==> src/bb3_pkg.sv <==
// ----------------------------------------------------------------------------
// bb3_pkg
// Shared types, constants and small helpers of the 3x3 box blur.
// ----------------------------------------------------------------------------
package bb3_pkg;

   localparam int MAX_WIDTH_DEF    = 2048;
   localparam int MAX_HEIGHT_DEF   = 4096;
   localparam int FRAME_WIDTH_RST  = 640;
   localparam int FRAME_HEIGHT_RST = 480;

   localparam int CSR_INDEX_BITS  = 1;
   localparam int CSR_DATA_BITS   = 13;
   localparam int WIDTH_REG_BITS  = 12;
   localparam int HEIGHT_REG_BITS = 13;

   localparam logic [CSR_INDEX_BITS-1:0] CSR_FRAME_WIDTH  = 1'b0;
   localparam logic [CSR_INDEX_BITS-1:0] CSR_FRAME_HEIGHT = 1'b1;

   localparam logic REQ_PIXEL = 1'b0;
   localparam logic REQ_DRAIN = 1'b1;

   localparam int LANES       = 3;
   localparam int SUM_BITS    = 10;
   localparam int TOTAL_BITS  = 12;
   localparam int NUMER_BITS  = 13;
   localparam int COUNT_BITS  = 4;
   localparam int RECIP_BITS  = 20;
   localparam int RECIP_SHIFT = 20;

   localparam logic [1:0] PHASE_LEFT   = 2'd0;
   localparam logic [1:0] PHASE_CENTER = 2'd1;
   localparam logic [1:0] PHASE_RIGHT  = 2'd2;
   localparam logic [1:0] PHASE_FLUSH  = 2'd3;

   typedef struct packed {
      logic       req_type;
      logic [7:0] in_red;
      logic [7:0] in_green;
      logic [7:0] in_blue;
   } req_payload_type;

   typedef struct packed {
      logic [7:0] out_red;
      logic [7:0] out_green;
      logic [7:0] out_blue;
      logic       frame_last;
   } rsp_payload_type;

   typedef struct packed {
      logic [7:0] red;
      logic [7:0] green;
      logic [7:0] blue;
   } pixel_type;

   typedef struct packed {
      logic [SUM_BITS-1:0] red;
      logic [SUM_BITS-1:0] green;
      logic [SUM_BITS-1:0] blue;
   } lane_sum_type;

   typedef struct packed {
      logic wr_en;
      logic rd_en;
      logic acc_clr;
      logic row_en;
   } lane_ctrl_type;

   typedef enum logic [1:0] {
      ST_IDLE,
      ST_READ,
      ST_SUM,
      ST_DIV
   } state_type;

   function automatic logic [1:0] next_slot(input logic [1:0] slot);
      logic [1:0] res;
      res = (slot == 2'd2) ? 2'd0 : slot + 2'd1;
      return res;
   endfunction

   function automatic logic [1:0] prev_slot(input logic [1:0] slot);
      logic [1:0] res;
      res = (slot == 2'd0) ? 2'd2 : slot - 2'd1;
      return res;
   endfunction

   function automatic logic [COUNT_BITS-1:0] tap_count(input logic up, input logic dn,
                                                       input logic lf, input logic rt);
      logic [COUNT_BITS-1:0] rows;
      logic [COUNT_BITS-1:0] cols;
      rows = COUNT_BITS'(1) + COUNT_BITS'(up) + COUNT_BITS'(dn);
      cols = COUNT_BITS'(1) + COUNT_BITS'(lf) + COUNT_BITS'(rt);
      return COUNT_BITS'(rows * cols);
   endfunction

   // ceil(2^20 / (2*count))
   function automatic logic [RECIP_BITS-1:0] recip_of(input logic [COUNT_BITS-1:0] count);
      logic [RECIP_BITS-1:0] res;
      case (count)
         4'd1:    res = 20'd524288;
         4'd2:    res = 20'd262144;
         4'd3:    res = 20'd174763;
         4'd4:    res = 20'd131072;
         4'd6:    res = 20'd87382;
         4'd9:    res = 20'd58255;
         default: res = '0;
      endcase
      return res;
   endfunction

endpackage

==> src/bb3_merge.sv <==
// ----------------------------------------------------------------------------
// bb3_merge
// Adds the lane sums and forms the rounded mean by reciprocal multiply.
// ----------------------------------------------------------------------------
module bb3_merge (
   input  logic                                clock,
   input  logic                                load,
   input  bb3_pkg::lane_sum_type               lane_sum [bb3_pkg::LANES],
   input  logic [bb3_pkg::COUNT_BITS-1:0]      count,
   output logic [7:0]                          mean_red,
   output logic [7:0]                          mean_green,
   output logic [7:0]                          mean_blue
);
   import bb3_pkg::*;

   localparam int PROD_BITS = NUMER_BITS + RECIP_BITS;

   logic [TOTAL_BITS-1:0] tot_red;
   logic [TOTAL_BITS-1:0] tot_green;
   logic [TOTAL_BITS-1:0] tot_blue;
   logic [NUMER_BITS-1:0] numer_red_ff, numer_red_in;
   logic [NUMER_BITS-1:0] numer_green_ff, numer_green_in;
   logic [NUMER_BITS-1:0] numer_blue_ff, numer_blue_in;
   logic [RECIP_BITS-1:0] recip_ff, recip_in;
   logic [PROD_BITS-1:0]  prod_red;
   logic [PROD_BITS-1:0]  prod_green;
   logic [PROD_BITS-1:0]  prod_blue;

   always_comb begin
      tot_red   = '0;
      tot_green = '0;
      tot_blue  = '0;
      for (int i = 0; i < LANES; i++) begin
         tot_red   = tot_red   + TOTAL_BITS'(lane_sum[i].red);
         tot_green = tot_green + TOTAL_BITS'(lane_sum[i].green);
         tot_blue  = tot_blue  + TOTAL_BITS'(lane_sum[i].blue);
      end
      numer_red_in   = {tot_red, 1'b0}   + NUMER_BITS'(count);
      numer_green_in = {tot_green, 1'b0} + NUMER_BITS'(count);
      numer_blue_in  = {tot_blue, 1'b0}  + NUMER_BITS'(count);
      recip_in       = recip_of(count);
   end

   always_ff @(posedge clock) begin
      if (load) begin
         numer_red_ff   <= numer_red_in;
         numer_green_ff <= numer_green_in;
         numer_blue_ff  <= numer_blue_in;
         recip_ff       <= recip_in;
      end
   end

   assign prod_red   = PROD_BITS'(numer_red_ff)   * PROD_BITS'(recip_ff);
   assign prod_green = PROD_BITS'(numer_green_ff) * PROD_BITS'(recip_ff);
   assign prod_blue  = PROD_BITS'(numer_blue_ff)  * PROD_BITS'(recip_ff);

   assign mean_red   = prod_red[RECIP_SHIFT +: 8];
   assign mean_green = prod_green[RECIP_SHIFT +: 8];
   assign mean_blue  = prod_blue[RECIP_SHIFT +: 8];

endmodule

==> config.mk <==
export PLATFORM = sky130hd
export DESIGN_NAME = bb3_merge
export DESIGN_NICKNAME = d
export VERILOG_FILES = /design/src/bb3_pkg.sv /design/src/bb3_merge.sv
export SDC_FILE = /design/constraint.sdc
export NUM_CORES = 1
export LEC_CHECK = 0
export BUFFER_PORTS_ARGS = -buffer_cell sky130_fd_sc_hd__buf_2
export CAP_MARGIN = 20
export CORE_ASPECT_RATIO = 0.8
export CORE_MARGIN = 2
export CORE_UTILIZATION = 30
export DETAILED_ROUTE_END_ITERATION = 7
export SLEW_MARGIN = 20
export SYNTH_ARGS = -nofsm -noshare
export SYNTH_HDL_FRONTEND = slang
export SYNTH_SLANG_ARGS = --single-unit
==> constraint.sdc <==
create_clock -name clock -period 8.65 [get_ports clock]
set_input_delay 1.2975 -clock clock [delete_from_list [all_inputs] [get_ports clock]]
set_output_delay 1.2975 -clock clock [all_outputs]
set_load 0.05 [all_outputs]
* Word-level counts from Yosys, hierarchy flattened *
Cells that the tools add are included.

storage, ports and cells
  memories = 0
  logic and storage cells = 23
  register bits after elaboration = 59
  RAM bits = 0
  bits in latches = 0
  bits in read-only memories = 0

operators by class
  multiply operators = 3
  bitwise logic cells = 0
  shifts and indexed selects = 0
  reduce and logical (&&, ||, !) cells = 0
  eq/ne operators = 6
  add/sub/neg operators = 9
  multiplexer cells = 1
  divide/modulo/power cells = 0
  $lt $le $gt $ge = 0

operators by type and width
  operator                                                          number
  20-bit one-hot mux with 6 select lines                            1
  13-bit by 20-bit multiplier with 28-bit output                    3
  13-bit by 4-bit adder with 13-bit output                          3
  11-bit by 10-bit adder with 12-bit output                         3
  10-bit by 10-bit adder with 11-bit output                         3
  4-bit by 2-bit == test with 1-bit output (second input constant)  2
  4-bit by 3-bit == test with 1-bit output (second input constant)  2
  4-bit by 1-bit == test with 1-bit output (second input constant)  1
  4-bit == test (second input constant)                             1

* Longest topological paths before layout *
  depth in word-level cells = 3
  mapped depth = 23
  gate-level depth less buffers = 21

* Worst setup path after synthesis *
OpenSTA, ideal clock, no wires.

  kind = reg2out
  from = register recip_ff[15]
  to = output mean_green[7]
  data required time = 7,352 ps
  arrival = 6,194 ps
  cell stages (with the launch flop) = 23
  slack = 1,159 ps
  cell sequence = edfxtp_1 > clkbuf_1 > clkbuf_1 > nand2_1 > fa_1 > inv_1 > fa_1 > inv_1 > fa_1 > inv_1 > fa_1 > inv_1 > fa_1 > inv_1 > ha_1 > nand4_1 > a211oi_1 > o21ai_0 > o211ai_1 > a41oi_1 > o31ai_1 > a21oi_1 > xnor2_1

between the ends
  word-level cells in the longest chain between the ends = 1

ends and longest elaborated chain
  what                                            line             RTL
  from (decl)                                     bb3_merge.sv:24  logic [RECIP_BITS-1:0] recip_ff, recip_in;
  from (signal assigned)                          bb3_merge.sv:49  recip_ff <= recip_in;
  13-bit by 20-bit multiplier with 28-bit output  bb3_merge.sv:54  assign prod_green = PROD_BITS'(numer_green_ff) * PROD_BITS'(recip_ff);
  to (decl)                                       bb3_merge.sv:11  output logic [7:0] mean_green,

No other way between the ends.

* Worst setup path after layout *
  from = register recip_ff[16]
  to = output mean_blue[7]

between the ends
  word-level cells in the longest chain between the ends = 1

ends and longest elaborated chain
  what                                            line             RTL
  13-bit by 20-bit multiplier with 28-bit output  bb3_merge.sv:55  assign prod_blue = PROD_BITS'(numer_blue_ff) * PROD_BITS'(recip_ff);
  to (decl)                                       bb3_merge.sv:12  output logic [7:0] mean_blue

No other way between the ends.

==> reports/metrics.cfg <==
[worst_setup_path]
end_kind=primary output
arrival_ns=6.75
cp-startpoint=recip_ff[16]$_DFFE_PP_
slowest_stage=edfxtp_1
critPathLaunchType=register
path_delay_family=adder cells
critPathBufInv=6
cp.required_ns=7.35
critPathKind=register to primary output
worst-path-stages=21
cp_max_fo=16
cpPeakStageDelay_ns=0.82
crit_chain=buf_6 > and2_1 > fa_1 > inv_1 > fa_1 > inv_1 > fa_1 > fa_1 > inv_1 > fa_1 > inv_1 > ha_1 > nand3_1 > or4_4 > a311oi_2 > o31ai_2 > nand3b_2 > a21oi_2 > o21bai_2 > xnor2_1 > buf_2
cpMostUsedCell=fa_1

[floorplanning]
core_sq_um=66900
die_y_um=236
ios=120
rows=85
die-area_sq_um=69400
start_util=0.302
die_w_um=294

[clocking]
clkSinkCount=45
hold_buffers=0
ctsRootBufferMaster=clkbuf_16
cts.htree.levels=2
cts_resized=0
cts_buffer_depth=2
cts_buffers=5
cts.clk_slew.worst_paths_ns=0.06
cts_tree=built

[finish]
nets=3003
final_common_cell=inv_1
area_delta_synth_final_pct=8.97
mostFrequentLayoutCells=696 x inv_1, 479 x fa_1, 204 x ha_1
layout-drive-gt1-share=0.0710
fill_cells=6855
num_antenna_cells=0
fin_util=0.329

[synth]
synth_edf_count=45
syn-num-nets=2896
ys_ff_latch=45
synthCells=2117
syn_avg_cell_area_sq_um=9.53
synthDistinctLibCells=65
synth_seq_area_share=0.0670
netlist_area_sq_um=20200
ys.flop_type=edfxtp_1
synthArstFlopShare=0
synth_warnings=0

[timing]
max_slew.worst_pin.slew_ns=1.00
grt_setup_unrepaired=no
min_period_ns=8.05
setup_viol=0
fmax_ghz=0.124
slew_violations=0
relSlewSlack=0.331
setup_tns_ns=0
final-hold-violation-count=0
min_period_over_period=0.930

[route]
wl_per_cell_um=16.1
vias=13600
first_iter_violations=936
ant_nets=0
drt-pass1-iter-count=5
drc_errors=0
drt-vias-per-instance=4.38
met3_length_um=3610
route.top_layer_used=met4
wl_um=49700
wl_met1_um=25100
met2_length_um=20500

[placed_design]
dpl.hpwl_um=45300
gp_congestion=0.935
port_buffers=119

[global_route]
grt_pass1_wl_um=80600
grt_pass1_vias=14600
grt_max_degree=46
grt_use_total=0.149
antenna_found_initial=0
overflow=0

[worst_hold_path]
hold_start=count[0]
min_to=numer_red_ff[0]$_DFFE_PP_
hold_path_depth=1
hp-class=input pin to register

[job]
cap_violations=0

[outcome]
outcome=completed

## repair_timing
item,CTS,global route
endpoints found under the setup margin,0,2
hold endpoints to repair,0,0
setup buffers,0,1
## sequential cells by signal, summed over array words and instances, names as in the netlist
name,cells
numer_blue_ff,12
numer_green_ff,12
recip_ff,8
numer_red_ff,13
## synth_stat cells (12+ instances only)
| master | instances | area share |
|---|---|---|
| a21o_1 | 22 | 0.0082 |
| xor2_1 | 31 | 0.013 |
| nand2_1 | 170 | 0.032 |
| fa_1 | 479 | 0.48 |
| o21ai_0 | 22 | 0.0055 |
| nor2_1 | 47 | 0.0087 |
| and2_1 | 129 | 0.040 |
| clkbuf_1 | 29 | 0.0054 |
| a211oi_1 | 15 | 0.0056 |
| a21oi_1 | 44 | 0.011 |
| ha_1 | 204 | 0.13 |
| xnor2_1 | 66 | 0.029 |
| nand3_1 | 12 | 0.0030 |
| inv_1 | 696 | 0.13 |
| edfxtp_1 | 45 | 0.067 |
## per-stage QoR
stage          hold WS [ns]  area, sq um  setup WS (ns)  std cells
4_1_cts                1.33        22000          0.282       3094
2_1_floorplan          1.40        20200           1.16       2117
3_5_place_dp           1.63        21800          0.629       3086
5_1_grt                1.34        22000          0.115       3095
6_report               1.34        22000          0.602       3095
3_3_place_gp           1.62        21800          0.684       3086
## cells by family (layout without fill, tap and decap cells)
| group | count (synthesis) | after routing | share of synthesized area |
|---|---|---|---|
| AOI/OAI and AO/OA | 143 | 143 | 0.0471 |
| xor gates and xnor gates | 99 | 99 | 0.0440 |
| adders and majority gates | 683 | 683 | 0.602 |
| buffers and inverters | 727 | 835 | 0.135 |
| DFF | 45 | 45 | 0.0670 |
| muxes | 1 | 1 | 0.000496 |
| and+or+nand+nor | 419 | 419 | 0.104 |
## worst max path at each step
| stage | endpoint |
|---|---|
| detailed placement | mean_green[7] |
| floorplan | mean_green[7] |
| CTS | mean_green[7] |
| global placement | mean_green[7] |
| finish | mean_blue[7] |
| global route | mean_green[7] |
## routing by layer
layer  vias to the layer above  track usage
li1                       6410            -
met1                      6697        0.232
met2                       430        0.220
met3                        28       0.0275
met4                         0       0.0175
met5                         -            0
## final cells by class
type                    count  area, sq um  share of cell area
clock buffers               5          125             0.00569
inverters                 696         2610               0.119
repair buffers            131          702              0.0319
multi-input cells        1345        16100               0.732
flip-flops and latches     45         1350              0.0615
well taps                 870         1090              0.0495
clock inverters             3         12.5            0.000569
Power is not shown: default switching activity piles up to over one toggle a cycle in this logic, so the estimate is an artifact.
